$ cat src/css_pkg.sv
// ----------------------------------------------------------------------------
// css_pkg
// Shared types and constants for the card scan sequencer.
// ----------------------------------------------------------------------------
package css_pkg;

    // Command codes on the result beat
    localparam logic [1:0] CMD_NONE     = 2'd0;
    localparam logic [1:0] CMD_REQUEST  = 2'd1;
    localparam logic [1:0] CMD_ANTICOLL = 2'd2;
    localparam logic [1:0] CMD_HALT     = 2'd3;

    // Sequencer phase codes
    localparam logic [1:0] PH_IDLE = 2'd0;
    localparam logic [1:0] PH_REQ  = 2'd1;
    localparam logic [1:0] PH_ANTI = 2'd2;

    // Input item kinds
    localparam logic OP_TICK = 1'b0;
    localparam logic OP_READ = 1'b1;

    // Configuration register indexes
    localparam logic [1:0] REG_SCAN_INTERVAL    = 2'd0;
    localparam logic [1:0] REG_RESPONSE_TIMEOUT = 2'd1;
    localparam logic [1:0] REG_HOLD_TIME        = 2'd2;

    // Reader status masks
    localparam logic [7:0] IRQ_DONE_MASK = 8'h30;
    localparam logic [7:0] ERR_MASK      = 8'h1B;
    localparam logic [7:0] MIN_ID_BYTES  = 8'd5;

    // Register reset values (milliseconds)
    localparam logic [15:0] RST_SCAN_INTERVAL    = 16'd100;
    localparam logic [15:0] RST_RESPONSE_TIMEOUT = 16'd25;
    localparam logic [15:0] RST_HOLD_TIME        = 16'd500;

    typedef struct packed {
        logic [15:0] scan_interval;
        logic [15:0] response_timeout;
        logic [15:0] hold_time;
    } cfg_t;

    typedef struct packed {
        logic        op;
        logic [31:0] now_ms;
        logic [7:0]  irq_status;
        logic [7:0]  error_status;
        logic [7:0]  fifo_level;
        logic [31:0] id_bytes;
        logic [7:0]  check_byte;
    } item_t;

    typedef struct packed {
        logic [1:0]  seq_phase;
        logic [31:0] wait_start;
        logic [31:0] last_scan_start;
        logic [31:0] stored_id;
        logic [31:0] last_seen_time;
        logic        new_card_flag;
    } state_t;

    typedef struct packed {
        logic [1:0]  command;
        logic        new_card;
        logic [31:0] card_id;
        logic [1:0]  phase;
    } result_t;

endpackage

$ cat src/css_cfg_regs.sv
// ----------------------------------------------------------------------------
// css_cfg_regs
// Configuration register file: scan interval, response timeout, hold time.
// ----------------------------------------------------------------------------
module css_cfg_regs (
    input  logic              clk,
    input  logic              rst_n,
    input  logic              cfg_we,
    input  logic [1:0]        cfg_index,
    input  logic [15:0]       cfg_data,
    output css_pkg::cfg_t     cfg
);

    css_pkg::cfg_t cfg_reg;

    // Write the addressed register; drop writes beyond the list
    always_ff @(posedge clk or negedge rst_n)
    begin
        if (!rst_n)
        begin
            cfg_reg.scan_interval    <= css_pkg::RST_SCAN_INTERVAL;
            cfg_reg.response_timeout <= css_pkg::RST_RESPONSE_TIMEOUT;
            cfg_reg.hold_time        <= css_pkg::RST_HOLD_TIME;
        end
        else if (cfg_we)
        begin
            unique case (cfg_index)
                css_pkg::REG_SCAN_INTERVAL:    cfg_reg.scan_interval    <= cfg_data;
                css_pkg::REG_RESPONSE_TIMEOUT: cfg_reg.response_timeout <= cfg_data;
                css_pkg::REG_HOLD_TIME:        cfg_reg.hold_time        <= cfg_data;
                default: ;
            endcase
        end
    end

    assign cfg = cfg_reg;

endmodule

$ cat src/css_step.sv
// ----------------------------------------------------------------------------
// css_step
// Next-state and result logic for one item of the card poll sequencer.
// ----------------------------------------------------------------------------
module css_step (
    input  css_pkg::item_t    item,
    input  css_pkg::state_t   state,
    input  css_pkg::cfg_t     cfg,
    output css_pkg::state_t   state_next,
    output css_pkg::result_t  result
);

    logic [31:0] scan_age;
    logic [31:0] wait_age;
    logic [31:0] seen_age;
    logic        scan_due;
    logic        wait_expired;
    logic        hold_expired;
    logic        reply_done;
    logic        reply_error;
    logic        id_check_ok;
    logic [7:0]  id_xor;
    logic [1:0]  command;
    logic        new_card;

    // Wrapping time differences against the stored timestamps
    assign scan_age     = item.now_ms - state.last_scan_start;
    assign wait_age     = item.now_ms - state.wait_start;
    assign seen_age     = item.now_ms - state.last_seen_time;
    assign scan_due     = scan_age >= {16'd0, cfg.scan_interval};
    assign wait_expired = wait_age >= {16'd0, cfg.response_timeout};
    assign hold_expired = seen_age >= {16'd0, cfg.hold_time};

    // Reader status decode and ID check byte
    assign reply_done  = (item.irq_status & css_pkg::IRQ_DONE_MASK) != 8'd0;
    assign reply_error = (item.error_status & css_pkg::ERR_MASK) != 8'd0;
    assign id_xor      = item.id_bytes[31:24] ^ item.id_bytes[23:16]
                       ^ item.id_bytes[15:8]  ^ item.id_bytes[7:0];
    assign id_check_ok = !reply_error && (item.fifo_level >= css_pkg::MIN_ID_BYTES)
                       && (id_xor == item.check_byte);

    // Advance the sequencer on a tick; a read returns and clears the new-card flag
    always_comb
    begin
        state_next = state;
        command    = css_pkg::CMD_NONE;
        new_card   = 1'b0;
        if (item.op == css_pkg::OP_READ)
        begin
            new_card                 = state.new_card_flag;
            state_next.new_card_flag = 1'b0;
        end
        else
        begin
            unique case (state.seq_phase)
                css_pkg::PH_IDLE:
                begin
                    if (hold_expired)
                    begin
                        state_next.stored_id = 32'd0;
                    end
                    if (scan_due)
                    begin
                        state_next.last_scan_start = item.now_ms;
                        state_next.wait_start      = item.now_ms;
                        state_next.seq_phase       = css_pkg::PH_REQ;
                        command                    = css_pkg::CMD_REQUEST;
                    end
                end
                css_pkg::PH_REQ:
                begin
                    priority if (wait_expired)
                    begin
                        state_next.seq_phase = css_pkg::PH_IDLE;
                    end
                    else if (reply_done)
                    begin
                        if (!reply_error)
                        begin
                            state_next.wait_start = item.now_ms;
                            state_next.seq_phase  = css_pkg::PH_ANTI;
                            command               = css_pkg::CMD_ANTICOLL;
                        end
                        else
                        begin
                            state_next.seq_phase = css_pkg::PH_IDLE;
                        end
                    end
                end
                css_pkg::PH_ANTI:
                begin
                    priority if (wait_expired)
                    begin
                        state_next.seq_phase = css_pkg::PH_IDLE;
                    end
                    else if (reply_done)
                    begin
                        if (id_check_ok)
                        begin
                            // A repeat card only refreshes the sighting time
                            if (item.id_bytes != state.stored_id)
                            begin
                                state_next.stored_id     = item.id_bytes;
                                state_next.new_card_flag = 1'b1;
                            end
                            state_next.last_seen_time = item.now_ms;
                            command                   = css_pkg::CMD_HALT;
                        end
                        state_next.seq_phase = css_pkg::PH_IDLE;
                    end
                end
                default:
                begin
                    state_next.seq_phase = css_pkg::PH_IDLE;
                end
            endcase
        end
    end

    assign result.command  = command;
    assign result.new_card = new_card;
    assign result.card_id  = state_next.stored_id;
    assign result.phase    = state_next.seq_phase;

endmodule

$ cat src/card_scan_sequencer_unit.sv
// ----------------------------------------------------------------------------
// card_scan_sequencer_unit
// Contactless card poll sequencer: request, anticollision and halt commands
// from reader status ticks, with stored card ID and new-card flag.
// ----------------------------------------------------------------------------
//  channel   direction  handshake          payload
//  s_*       in         s_tvalid/s_tready  s_tdata (reader status), s_tuser (op)
//  m_*       out        m_tvalid/m_tready  m_tdata (command, flag, id, phase)
//  cfg_*     in         cfg_we             cfg_index, cfg_data
//
//  One beat per cycle sustained while m_tready is high: beat registered at the
//  input, then step logic into the result register, which drives m_tdata.
//  Sequencer state updates when a beat leaves the input register.
//  A stalled result holds the result register and then the input register;
//  s_tready stays high while the result drains. Reset is asynchronous and
//  restores the register and state reset values; no clearing pass.
// ----------------------------------------------------------------------------
module card_scan_sequencer_unit (
    input  logic         clk,
    input  logic         rst_n,
    // input beats
    input  logic         s_tvalid,
    output logic         s_tready,
    // now_ms[31:0], irq_status[39:32], error_status[47:40], fifo_level[55:48],
    // id_bytes[87:56], check_byte[95:88]
    input  logic [95:0]  s_tdata,
    // op[0]
    input  logic         s_tuser,
    // result beats
    output logic         m_tvalid,
    input  logic         m_tready,
    // command[1:0], new_card[2], card_id[34:3], phase[36:35], zero[39:37]
    output logic [39:0]  m_tdata,
    // configuration writes
    input  logic         cfg_we,
    input  logic [1:0]   cfg_index,
    input  logic [15:0]  cfg_data
);

    css_pkg::cfg_t    cfg;
    css_pkg::item_t   item_reg;
    logic             item_valid_reg;
    css_pkg::state_t  state_reg;
    css_pkg::state_t  state_next;
    css_pkg::result_t result_next;
    css_pkg::result_t result_reg;
    logic             result_valid_reg;
    logic             advance;

    css_cfg_regs u_cfg (
        .clk       (clk),
        .rst_n     (rst_n),
        .cfg_we    (cfg_we),
        .cfg_index (cfg_index),
        .cfg_data  (cfg_data),
        .cfg       (cfg)
    );

    css_step u_step (
        .item       (item_reg),
        .state      (state_reg),
        .cfg        (cfg),
        .state_next (state_next),
        .result     (result_next)
    );

    // Move the held beat into the result register when it is free
    assign advance  = item_valid_reg && (!result_valid_reg || m_tready);
    assign s_tready = !item_valid_reg || advance;

    // Input register
    always_ff @(posedge clk or negedge rst_n)
    begin
        if (!rst_n)
        begin
            item_valid_reg <= 1'b0;
        end
        else if (s_tready)
        begin
            item_valid_reg <= s_tvalid;
        end
    end

    always_ff @(posedge clk)
    begin
        if (s_tready && s_tvalid)
        begin
            item_reg.op           <= s_tuser;
            item_reg.now_ms       <= s_tdata[31:0];
            item_reg.irq_status   <= s_tdata[39:32];
            item_reg.error_status <= s_tdata[47:40];
            item_reg.fifo_level   <= s_tdata[55:48];
            item_reg.id_bytes     <= s_tdata[87:56];
            item_reg.check_byte   <= s_tdata[95:88];
        end
    end

    // Sequencer state
    always_ff @(posedge clk or negedge rst_n)
    begin
        if (!rst_n)
        begin
            state_reg.seq_phase       <= css_pkg::PH_IDLE;
            state_reg.wait_start      <= 32'd0;
            state_reg.last_scan_start <= 32'd0;
            state_reg.stored_id       <= 32'd0;
            state_reg.last_seen_time  <= 32'd0;
            state_reg.new_card_flag   <= 1'b0;
        end
        else if (advance)
        begin
            state_reg <= state_next;
        end
    end

    // Result register
    always_ff @(posedge clk or negedge rst_n)
    begin
        if (!rst_n)
        begin
            result_valid_reg <= 1'b0;
        end
        else if (advance)
        begin
            result_valid_reg <= 1'b1;
        end
        else if (m_tready)
        begin
            result_valid_reg <= 1'b0;
        end
    end

    always_ff @(posedge clk)
    begin
        if (advance)
        begin
            result_reg <= result_next;
        end
    end

    assign m_tvalid = result_valid_reg;
    assign m_tdata  = {3'd0, result_reg.phase, result_reg.card_id,
                       result_reg.new_card, result_reg.command};

endmodule
$ cat config.mk
export PLATFORM = sky130hd
export DESIGN_NAME = card_scan_sequencer_unit
export DESIGN_NICKNAME = d
export VERILOG_FILES = /design/src/css_pkg.sv /design/src/css_cfg_regs.sv /design/src/css_step.sv /design/src/card_scan_sequencer_unit.sv
export SDC_FILE = /design/constraint.sdc
export NUM_CORES = 1
export LEC_CHECK = 0
export BUFFER_PORTS_ARGS = -buffer_cell sky130_fd_sc_hd__buf_2
export CORE_ASPECT_RATIO = 0.5
export CORE_MARGIN = 1
export CORE_UTILIZATION = 45
export CTS_CLUSTER_DIAMETER = 100
export CTS_CLUSTER_SIZE = 16
export DETAILED_ROUTE_END_ITERATION = 8
export PLACE_DENSITY_LB_ADDON = 0.15
export SYNTH_ARGS = -nofsm -noshare
export SYNTH_HDL_FRONTEND = slang
export SYNTH_SLANG_ARGS = --single-unit
export TNS_END_PERCENT = 10
$ cat constraint.sdc
create_clock -name clk -period 9.35 [get_ports clk]
set_clock_uncertainty 0.15 [all_clocks]
set_input_delay 0.935 -clock clk [delete_from_list [all_inputs] [get_ports clk]]
set_output_delay 0.935 -clock clk [all_outputs]
set_load 0.1 [all_outputs]
==> summary.txt, run 1 <==
Timing
  • Final critical-path share of the clock period: 0.725
  • Max-slew violation count: 0
  • # setup viols final: 0
  • Setup ws final: 2.57 ns
  • Final worst path period need: 6.78 ns
  • Slew margin rel.: 0.209
  • Max Fclk: 0.148 GHz
  • Worst slew pin tran: 1.16 ns
  • Hold Fails Final Rpt: 0
  • Fin Setup TNS: 0 ns
  • RSZ-0062 raised after global routing: no

Power
  • Power Total: 5.66 mW
  • Leak Pwr: 9.43 nW
  • Maximum vdd ir drop: 0.000127 V
  • PwrDens: 251 mW/mm^2

Critical path
  • Worst setup EP type: flop
  • Setup crit start kind: flop
  • CP max FO: 32
  • WP data arrival: 7.07 ns
  • Critical Path RT: 9.64 ns
  • Setup Crit Path Kind: reg2reg

Floorplan
  • Die area: 0.0468 sq mm
  • Die height: 153 um
  • # rows: 55
  • Core footprint: 0.0452 sq mm
  • Die width: 305 um
  • I/O pin count: 162
  • Initial Utilization: 0.457

Final layout
  • Layout Nets: 2456
  • Util after Layout: 0.499
  • Fill cells: 4248
  • Design area: 0.0226 sq mm
  • Fraction of layout cells with a size suffix above 1: 0.167
  • P&R area growth vs syn: 9.24%
  • Max reg flops: 131

Min path
  • Hold Path Class: in2async

Synth
  • #FFs+latches synth: 305
  • Synthesis Warnings: 0
  • Ys async rst share: 0.593
  • Post-synthesis simple-gate area fraction: 0.141
  • Post-synthesis compound-gate area fraction: 0.177
  • Synth top area cells: dfrtp_1 (20%), edfxtp_1 (18%), ha_1 (8.5%)
  • Commonest cells in the netlist: inv_1 (209), dfrtp_1 (169), ha_1 (141)
  • Mapped Cells: 2097
  • Adder-cell share of the synthesized area: 0.0884
  • Most common cell in the netlist: inv_1
  • Largest area contributor in the netlist: dfrtp_1
  • Number of synthesized flops with an enable pin: 124
  • Yosys cell types: 91
  • Multiplexer share of the synthesized area: 0.0827
  • Most used DFF post-synth: dfrtp_1
  • Mapped cell area: 0.0206 sq mm
  • Seq/Total Area, Yosys: 0.400
  • Fraction of post-synthesis cell area in the top cell type by area: 0.205
  • Mean Syn Cell Area: 9.85 sq um
  • Synth Area in XOR/XNOR: 0.0484
  • Combinational family with the most area after synthesis: compound AO/OA/AOI/OAI gates

CTS
  • Post-CTS sizing: 0
  • CTS tree: yes
  • Clock sinks: 305
  • Worst-path clk slew: 0.07 ns
  • Root Buffer: clkbuf_16
  • H-tree depth: 1
  • # hold bufs at CTS: 0
  • Clock buffer depth: 3
  • Worst-Skew Late Latency: 0.57 ns
  • CTS buffer count: 23
  • Post-CTS Setup Bufs: 0

Global routing
  • Vias in the first global route: 15300
  • First-pass GRT wire length: 86500 um
  • Initial antenna violation count: 1
  • Pin count of the biggest net entering global routing: 85
  • Grt ovf: 0
  • All-Layer GR Usage: 0.231

Detailed routing
  • Via count: 16100
  • Post-route ant nets: 0
  • Vias/cell: 5.75
  • First-pass DRT Iterations: 5
  • DR iter-0 viols: 1084
  • DRC: 0
  • Routed len/inst: 19.4 um
  • Final Routed Wirelength: 54500 um

Placed design
  • Placed inst area: 0.0219 sq mm
  • Input/output buffers: 148
  • DP HPWL: 40400 um
  • GPL Wtd Cong: 0.916
  • Pre-CTS setup slack: 2.64 ns

Flow run
  • Max Cap Viol: 0

Outcome
  • Status: completed
[report_power, final]
part           switching (mW)  internal (mW)
clock                   0.504          0.476
combinational            1.77           1.16
sequential              0.133           1.62
total                    2.40           3.26
[through the flow]
stage / hold slack (ns) / cells
6_report: 0.288 / 2808
5_1_grt: 0.324 / 2807
4_1_cts: 0.299 / 2807
3_5_place_dp: 0.325 / 2765
3_3_place_gp: 0.317 / 2765
2_1_floorplan: 0.307 / 2099
[cell usage in the layout, fill, tap and decap left out, types with 51 or more instances in the layout]
master,count
dfrtp_1,169
nor2_1,76
xnor2_1,92
nand3_1,64
inv_1,208
o21ai_0,129
buf_2,147
a21oi_1,125
ha_1,141
mux2_2,95
edfxtp_1,124
a2bb2oi_1,51
nand2_1,125
[final cells by class]
cell class	count	area, sq um	area share
Tap cell	598	748	0.0332
Inverter	209	785	0.0348
Multi-Input combinational cell	1488	11200	0.496
Sequential cell	305	8270	0.367
Timing Repair Buffer	165	877	0.0389
Clock buffer	40	643	0.0285
Antenna cell	1	2.50	0.000111
Clock inverter	2	36.3	0.00161
[per-layer routing]
layer | track usage | vias to the layer above | share of wire
met2 | 0.368 | 347 | 0.45
met3 | 0.0297 | 57 | 0.043
met1 | 0.338 | 7881 | 0.49
met4 | 0.0450 | 0 | 0.017
li1 | - | 7854 | -
met5 | 0 | - | 0
[path summary, 6_finish.rpt]
path,start,to,slack (ns),cells after the start
hold / removal,rst_n,state_reg[45],0.29,1
setup reg to reg,item_reg[65],state_reg[97],2.57,20
setup / recovery,item_reg[65],state_reg[97],2.57,20
min in group clk,state_reg[94],state_reg[94],0.34,1
hold reg to reg,state_reg[94],state_reg[94],0.34,1
max in group asynchronous,rst_n,u_cfg.cfg[14],7.50,2
[kinds of logic after synthesis]
group | Yosys count
compound gates | 544
simple gates | 540
buf+inv | 306
flops | 305
fa+ha+maj | 144
mux | 143
xor+xnor | 114
other cells | 1
[worst max-delay path: stages, from the launching register on]
cell	delay (ns)
edfxtp_1	0.54
inv_1	0.24
fa_1	0.25
nor2b_1	0.08
o2111ai_1	0.40
nand2_1	0.19
a221o_1	0.35
a21oi_1	0.19
xnor2_1	0.15
ha_1	0.28
a21oi_1	0.16
nand2_1	0.07
a211o_1	0.33
a2111oi_0	0.43
and4_1	0.25
o2111ai_1	0.11
or4_1	0.80
or4_4	0.64
o21ai_4	0.07
buf_4	0.53
mux2_2	0.40
No activity file was read; power rests on OpenSTA's default activity.
==> run 2, diff against run 1 <==
==> constraint.sdc (replaced) <==
create_clock -name clk -period 6.8 [get_ports clk]
set_clock_uncertainty 0.15 [all_clocks]
set_input_delay 0.68 -clock clk [delete_from_list [all_inputs] [get_ports clk]]
set_output_delay 0.68 -clock clk [all_outputs]
set_load 0.1 [all_outputs]
==> summary.txt, run 2 (synthesized netlist as in run 1, its figures left out) <==
Critical path
  • Setup Crit Path Kind: reg2reg
  • Worst setup EP type: flop
  • Worst setup startpoint: item_reg[64]
  • WP data arrival: 6.63 ns (-0.44 ns)
  • Largest stage delay, worst path: 0.81 ns (about the same)
  • Crit-path cells: inv_1 -> ha_1 -> fa_1 -> nor2b_1 -> o2111ai_1 -> nand2_1 -> a221o_1 -> a21oi_1 -> xnor2_1 -> ha_1 -> a21oi_1 -> nand2_1 -> a211o_1 -> a2111oi_0 -> and4_1 -> o2111ai_1 -> or4_1 -> or4_4 -> o21ai_4 -> buf_4 -> mux2_4
  • Worst path slowest cell: or4_1
  • Setup crit start kind: flop
  • CP max FO: 10 (-69%)
  • Reg-to-Reg Start: item_reg[64]
  • Critical Path RT: 7.08 ns (-2.56 ns)

CTS
  • Worst-Skew Late Latency: 0.55 ns (-0.02 ns)
  • Clock sinks: 305 (unchanged)
  • CTS buffer count: 23 (unchanged)
  • Worst-path clk slew: 0.08 ns (about the same)
  • Root Buffer: clkbuf_16
  • Clock buffer depth: 3 (unchanged)
  • # hold bufs at CTS: 0 (unchanged)
  • CTS tree: yes
  • Post-CTS Setup Bufs: 0 (unchanged)
  • H-tree depth: 1 (unchanged)
  • Post-CTS sizing: 0 (unchanged)

Timing
  • Worst slew pin tran: 1.06 ns (-0.0921 ns)
  • Max Fclk: 0.158 GHz (+6.8%)
  • Fin Setup TNS: 0 ns (unchanged)
  • Final worst path period need: 6.35 ns (-0.433 ns)
  • Max-slew violation count: 0 (unchanged)
  • # setup viols final: 0 (unchanged)
  • Min Hold Slack: 0.0128 ns (-0.276 ns)
  • Final critical-path share of the clock period: 0.933 (+0.208)
  • RSZ-0062 raised after global routing: no
  • Slew margin rel.: 0.289 (+0.0797)
  • Hold Fails Final Rpt: 0 (unchanged)

Detailed routing
  • Vias/cell: 5.76 (+0.21%)
  • First-pass DRT Iterations: 6 (+1)
  • DRC: 0 (unchanged)
  • Post-route ant nets: 0 (unchanged)
  • DR iter-0 viols: 1211 (+12%)
  • Via count: 16300 (+0.89%)
  • Final Routed Wirelength: 55500 um (+1.8%)
  • Routed len/inst: 19.6 um (+1.2%)

Global routing
  • Vias in the first global route: 15500 (+1.2%)
  • Grt ovf: 0 (unchanged)
  • All-Layer GR Usage: 0.237 (+0.00550)
  • Initial antenna violation count: 0 (-1)
  • Met1 Usage GRT: 0.342 (+0.00405)
  • First-pass GRT wire length: 87900 um (+1.6%)
  • Pin count of the biggest net entering global routing: 89 (+4.7%)
  • GRT met3 Usage: 0.0286 (-0.00111)
  • Gr busiest metal: met2
  • Met2 Track Usage GR: 0.383 (+0.0151)

Final layout
  • Antenna diodes: 0 (-1)
  • Util after Layout: 0.502 (+0.00343)
  • Storage cell area: 0.00827 sq mm (unchanged)
  • Layout Nets: 2476 (+0.81%)
  • Most common cell after layout, fill and taps aside: inv_1
  • Fraction of layout cells with a size suffix above 1: 0.175 (+0.00747)
  • P&R area growth vs syn: 9.99%
  • Fill cells: 4278 (+0.71%)
  • Multi-input logic area: 0.0112 sq mm (unchanged)
  • Most frequent cells in the layout: inv_1 (208), dfrtp_1 (169), buf_2 (147), ha_1 (141), o21ai_0 (129)
  • Max reg flops: 131 (unchanged)

Power
  • Power Total: 7.78 mW (+37%)
  • Maximum vdd ir drop: 0.000155 V (+22%)
  • PwrDens: 342 mW/mm^2 (+36%)
  • Leak Pwr: 9.52 nW (+1.0%)

Placed design
  • GPL Wtd Cong: 0.914 (-0.19%)
  • Input/output buffers: 148 (unchanged)
  • DP HPWL: 41300 um (+2.3%)

Flow run
  • Max Cap Viol: 0 (unchanged)

Floorplan
  • # rows: 55 (unchanged)
  • Die width: 305 um (unchanged)
  • Initial Utilization: 0.457 (unchanged)
  • I/O pin count: 162 (unchanged)
  • Core footprint: 0.0452 sq mm (unchanged)
  • Die height: 153 um (unchanged)
  • Die area: 0.0468 sq mm (unchanged)

Min path
  • Hold Path Class: in2async

Outcome
  • Status: completed
## run 2: changes by cell type in the layout (fill, tap and decap cells not counted)
| cell | previous run | this run |
|---|---|---|
| inv_6 | 0 | 3 |
| clkbuf_4 | 1 | 0 |
| buf_4 | 17 | 35 |
| inv_16 | 1 | 0 |
| diode_2 | 1 | 0 |
| buf_12 | 0 | 2 |
| inv_12 | 1 | 0 |
## run 2: per-stage QoR
| stage | setup WS, ns | cell area (sq um) | cells |
|---|---|---|---|
| after CTS | 0.456 | 22700 | 2827 |
| after global placement | 0.514 | 22000 | 2785 |
| after detailed placement | 0.495 | 22000 | 2785 |
| final | 0.454 | 22700 | 2827 |
| after floorplan | 1.40 | 20700 | 2099 |
| after global routing | 0.0229 | 22700 | 2827 |
## run 2: worst max-delay path, delay by kind of cell (launching register included)
family | cells | cell delay, ns
AOI/OAI and AO/OA | 8 | 2.09
and+or+nand+nor | 6 | 2.01
adders and majority gates | 3 | 0.67
buffers and inverters | 2 | 0.43
DFF | 1 | 0.41
muxes | 1 | 0.31
xor gates and xnor gates | 1 | 0.14
## run 2: path summary, 6_finish.rpt
kind / depth (start not counted) / slack [ns] / to
setup / recovery: 21 / 0.45 / state_reg[118]
hold / removal: 1 / 0.01 / state_reg[45]
setup reg to reg: 21 / 0.45 / state_reg[118]
hold reg to reg: 1 / 0.34 / state_reg[94]
max in group asynchronous: 2 / 5.24 / state_reg[112]
min in group clk: 1 / 0.15 / item_reg[93]
## run 2: per-layer routing
layer | wire length, um | vias up | share of wire
met2 | 25300 | 395 | 0.46
met3 | 2670 | 56 | 0.048
met1 | 26500 | 7939 | 0.48
li1 | - | 7893 | -
met4 | 1020 | 0 | 0.018
met5 | 0 | - | 0
## run 2: layout make-up
class / count / area share
tap: 598 / 0.0329
sequential: 305 / 0.364
inverter: 209 / 0.0345
timing repair buffer: 185 / 0.0463
multi-input combinational: 1488 / 0.493
clock inverter: 3 / 0.00116
clock buffer: 39 / 0.0280
## run 2: where the power goes
part / internal (mW) / switching, mW / total (mW)
logic: 1.61 / 2.44 / 4.05
registers: 2.22 / 0.179 / 2.40
clock network: 0.644 / 0.682 / 1.33
total: 4.48 / 3.30 / 7.78
==> run 3, diff against run 2 <==
--- a/config.mk
+++ b/config.mk
@@ -5,6 +5,7 @@
 export SDC_FILE = /design/constraint.sdc
 export NUM_CORES = 1
 export LEC_CHECK = 0
+export ABC_AREA = 1
 export BUFFER_PORTS_ARGS = -buffer_cell sky130_fd_sc_hd__buf_2
 export CORE_ASPECT_RATIO = 0.5
 export CORE_MARGIN = 1
@@ -13,6 +14,7 @@
 export CTS_CLUSTER_SIZE = 16
 export DETAILED_ROUTE_END_ITERATION = 8
 export PLACE_DENSITY_LB_ADDON = 0.15
+export SLEW_MARGIN = 20
 export SYNTH_ARGS = -nofsm -noshare
 export SYNTH_HDL_FRONTEND = slang
 export SYNTH_SLANG_ARGS = --single-unit
==> summary.txt, run 3 <==
Timing
  • Hold Fails Final Rpt: 0 (unchanged)
  • Setup ws final: 1.51 ns (+1.05 ns)
  • Fin Setup TNS: 0 ns (unchanged)
  • Slew margin rel.: 0.267 (-0.0217)
  • Final critical-path share of the clock period: 0.778 (-0.155)
  • # setup viols final: 0 (unchanged)
  • Max Fclk: 0.189 GHz (+20%)
  • RSZ-0062 raised after global routing: no
  • Min Hold Slack: 0.112 ns (+0.0995 ns)
  • Final worst path period need: 5.29 ns (-1.05 ns)
  • Max-slew violation count: 0 (unchanged)
  • Worst slew pin tran: 1.10 ns (+0.0340 ns)

Detailed routing
  • DR iter-0 viols: 1885 (+56%)
  • Post-route ant nets: 0 (unchanged)
  • Vias/cell: 5.09 (-12%)
  • Routed len/inst: 16.7 um (-15%)
  • DRC: 0 (unchanged)
  • Via count: 20900 (+28%)
  • Final Routed Wirelength: 68600 um (+24%)
  • First-pass DRT Iterations: 6 (unchanged)

Placed design
  • Placed inst area: 0.0241 sq mm (+9.4%)
  • Pre-CTS setup slack: 1.54 ns (+1.05 ns)
  • DP HPWL: 53200 um (+29%)
  • Input/output buffers: 148 (unchanged)
  • GPL Wtd Cong: 0.971 (+6.2%)

Synth
  • Number of synthesized flops with an enable pin: 124 (unchanged)
  • Ys async rst share: 0.593 (unchanged)
  • Synth top area cells: nand2_1 (20%), dfrtp_1 (19%), edfxtp_1 (16%)
  • Synthesis Warnings: 0 (unchanged)
  • Commonest cells in the netlist: nand2_1 (1224), inv_1 (543), nor2_1 (222)
  • Most used DFF post-synth: dfrtp_1
  • Seq/Total Area, Yosys: 0.364 (-0.0369)
  • Mapped cell area: 0.0227 sq mm (+10%)
  • Yosys cell types: 49 (-46%)
  • Mean Syn Cell Area: 6.85 sq um (-30%)
  • Mapped Cells: 3322 (+58%)
  • Fraction of post-synthesis cell area in the top cell type by area: 0.202 (-0.00279)
  • #FFs+latches synth: 305 (unchanged)
  • Most common cell in the netlist: nand2_1
  • Largest area contributor in the netlist: nand2_1

Critical path
  • Worst path most repeated cell: nand2_1
  • CP max FO: 27 (+17)
  • Largest stage delay, worst path: 0.88 ns (+0.07 ns)
  • Critical Path RT: 7.10 ns (+0.02 ns)
  • Delay-heaviest family, CP: buffers and inverters
  • Setup crit start kind: flop
  • WP buf/inv: 6 (+4)
  • WP data arrival: 5.59 ns (-1.04 ns)
  • Crit-path cells: inv_1 -> ha_1 -> inv_1 -> fa_1 -> nand2_1 -> inv_1 -> nand2_1 -> nand3_1 -> nand2_1 -> nand2_1 -> nand2_1 -> nand2_1 -> xor2_1 -> ha_1 -> nand4_1 -> o221ai_1 -> a21oi_1 -> nand4_1 -> inv_1 -> buf_4 -> nand3_1 -> nand3_1 -> nand2_1 -> inv_1
  • Worst setup EP type: flop
  • Reg-to-reg setup timing slack: 1.51 ns (+1.05 ns)
  • Setup Crit Path Kind: reg2reg
  • Worst path slowest cell: inv_1

Power
  • Maximum vdd ir drop: 0.000289 V (+86%)
  • PwrDens: 341 mW/mm^2 (-0.38%)
  • Leak Pwr: 13.2 nW (+38%)
  • Power Total: 8.47 mW (+8.9%)

CTS
  • H-tree depth: 1 (unchanged)
  • Clock buffer depth: 3 (unchanged)
  • Post-CTS sizing: 0 (unchanged)
  • Worst-Skew Late Latency: 0.58 ns (+0.03 ns)
  • CTS tree: yes
  • Post-CTS Setup Bufs: 0 (unchanged)
  • Clock sinks: 305 (unchanged)
  • Root Buffer: clkbuf_16
  • Worst-path clk slew: 0.09 ns (about the same)
  • CTS buffer count: 23 (unchanged)

Final layout
  • Antenna diodes: 0 (unchanged)
  • Most common cell after layout, fill and taps aside: nand2_1
  • P&R area growth vs syn: 9.19%
  • Fill cells: 5016 (+17%)
  • Max reg flops: 131 (unchanged)
  • Design area: 0.0248 sq mm (+9.3%)
  • Layout Nets: 3705 (+50%)
  • Fraction of layout cells with a size suffix above 1: 0.0865 (-0.0880)
  • Most frequent cells in the layout: nand2_1 (1224), inv_1 (541), nor2_1 (217), nand3_1 (204), dfrtp_1 (169)

Outcome
  • Status: completed

Floorplan
  • # rows: 57 (+3.6%)
  • I/O pin count: 162 (unchanged)
  • Die area: 0.0515 sq mm (+10%)
  • Core footprint: 0.0492 sq mm (+8.8%)
  • Die height: 161 um (+4.9%)
  • Initial Utilization: 0.462 (+0.00544)
  • Die width: 320 um (+4.9%)

Global routing
  • Grt ovf: 0 (unchanged)
  • All-Layer GR Usage: 0.267 (+0.0298)
  • Initial antenna violation count: 1 (+1)
  • Pin count of the biggest net entering global routing: 74 (-17%)
  • Vias in the first global route: 19100 (+24%)
  • First-pass GRT wire length: 108000 um (+22%)

Flow run
  • Max Cap Viol: 0 (unchanged)

Min path
  • Hold Path Class: in2reg
run 3: worst reg2reg max path: cells and delay by family (launching register included):
kind / cells / cell delay, ns
adders and majority gates: 3 / 0.91
DFF: 1 / 0.52
and+or+nand+nor: 12 / 1.47
AOI/OAI and AO/OA: 2 / 0.26
buffers and inverters: 6 / 1.61
xor gates and xnor gates: 1 / 0.24
run 3: power by group:
part | switching, mW | total [mW] | internal, mW
combinational | 3.12 | 4.61 | 1.49
sequential | 0.224 | 2.50 | 2.28
clock | 0.713 | 1.36 | 0.648
run 3: path summary, 6_finish.rpt:
kind	from	endpoint	cells after the start
setup / recovery	item_reg[64]	m_tdata[8]	24
hold / removal	s_tdata[59]	item_reg[11]	1
setup reg to reg	item_reg[64]	m_tdata[8]	24
hold reg to reg	state_reg[125]	state_reg[125]	2
max in group asynchronous	rst_n	u_cfg.cfg[15]	3
min in group asynchronous	rst_n	state_reg[62]	2
run 3: through the flow:
stage                      util  std cells
final                     0.505       4106
after global placement    0.490       4063
after CTS                 0.504       4105
after detailed placement  0.490       4063
after global routing      0.505       4106
after floorplan               -       3324
run 3: cell type report:
cell class | instances | area (sq um) | area share
clock buffers | 39 | 636 | 0.0256
clock inverters | 2 | 36.3 | 0.00146
inverters | 551 | 2070 | 0.0834
multi-input cells | 2386 | 12000 | 0.485
flip-flops and latches | 305 | 8270 | 0.333
well taps | 649 | 812 | 0.0327
repair buffers | 174 | 972 | 0.0392
run 3: cell families (layout without fill, tap and decap cells):
kind of cell | count (synthesis) | count (layout) | synth area share
AO/OA/AOI/OAI | 347 | 347 | 0.0877
flip-flops | 305 | 305 | 0.364
AND/OR/NAND/NOR | 1807 | 1807 | 0.327
XOR/XNOR | 85 | 85 | 0.0327
adder cells (fa/ha/maj) | 144 | 144 | 0.0802
other | 1 | 3 | 0.000165
buffers and inverters | 633 | 766 | 0.108
run 3: repair_timing:
action,4_1_cts,5_1_grt
setup endpoints to repair,0,0
hold buffers,1,0
hold endpoints to repair,13,0
run 3: per-layer routing:
layer | vias up | routed length, um | part of all wire | GRT usage
met5 | - | 0 | 0 | 0
met1 | 9579 | 33800 | 0.49 | 0.401
met2 | 577 | 29400 | 0.43 | 0.414
met4 | 0 | 1310 | 0.019 | 0.0507
met3 | 65 | 4120 | 0.060 | 0.0314
li1 | 10700 | - | - | -
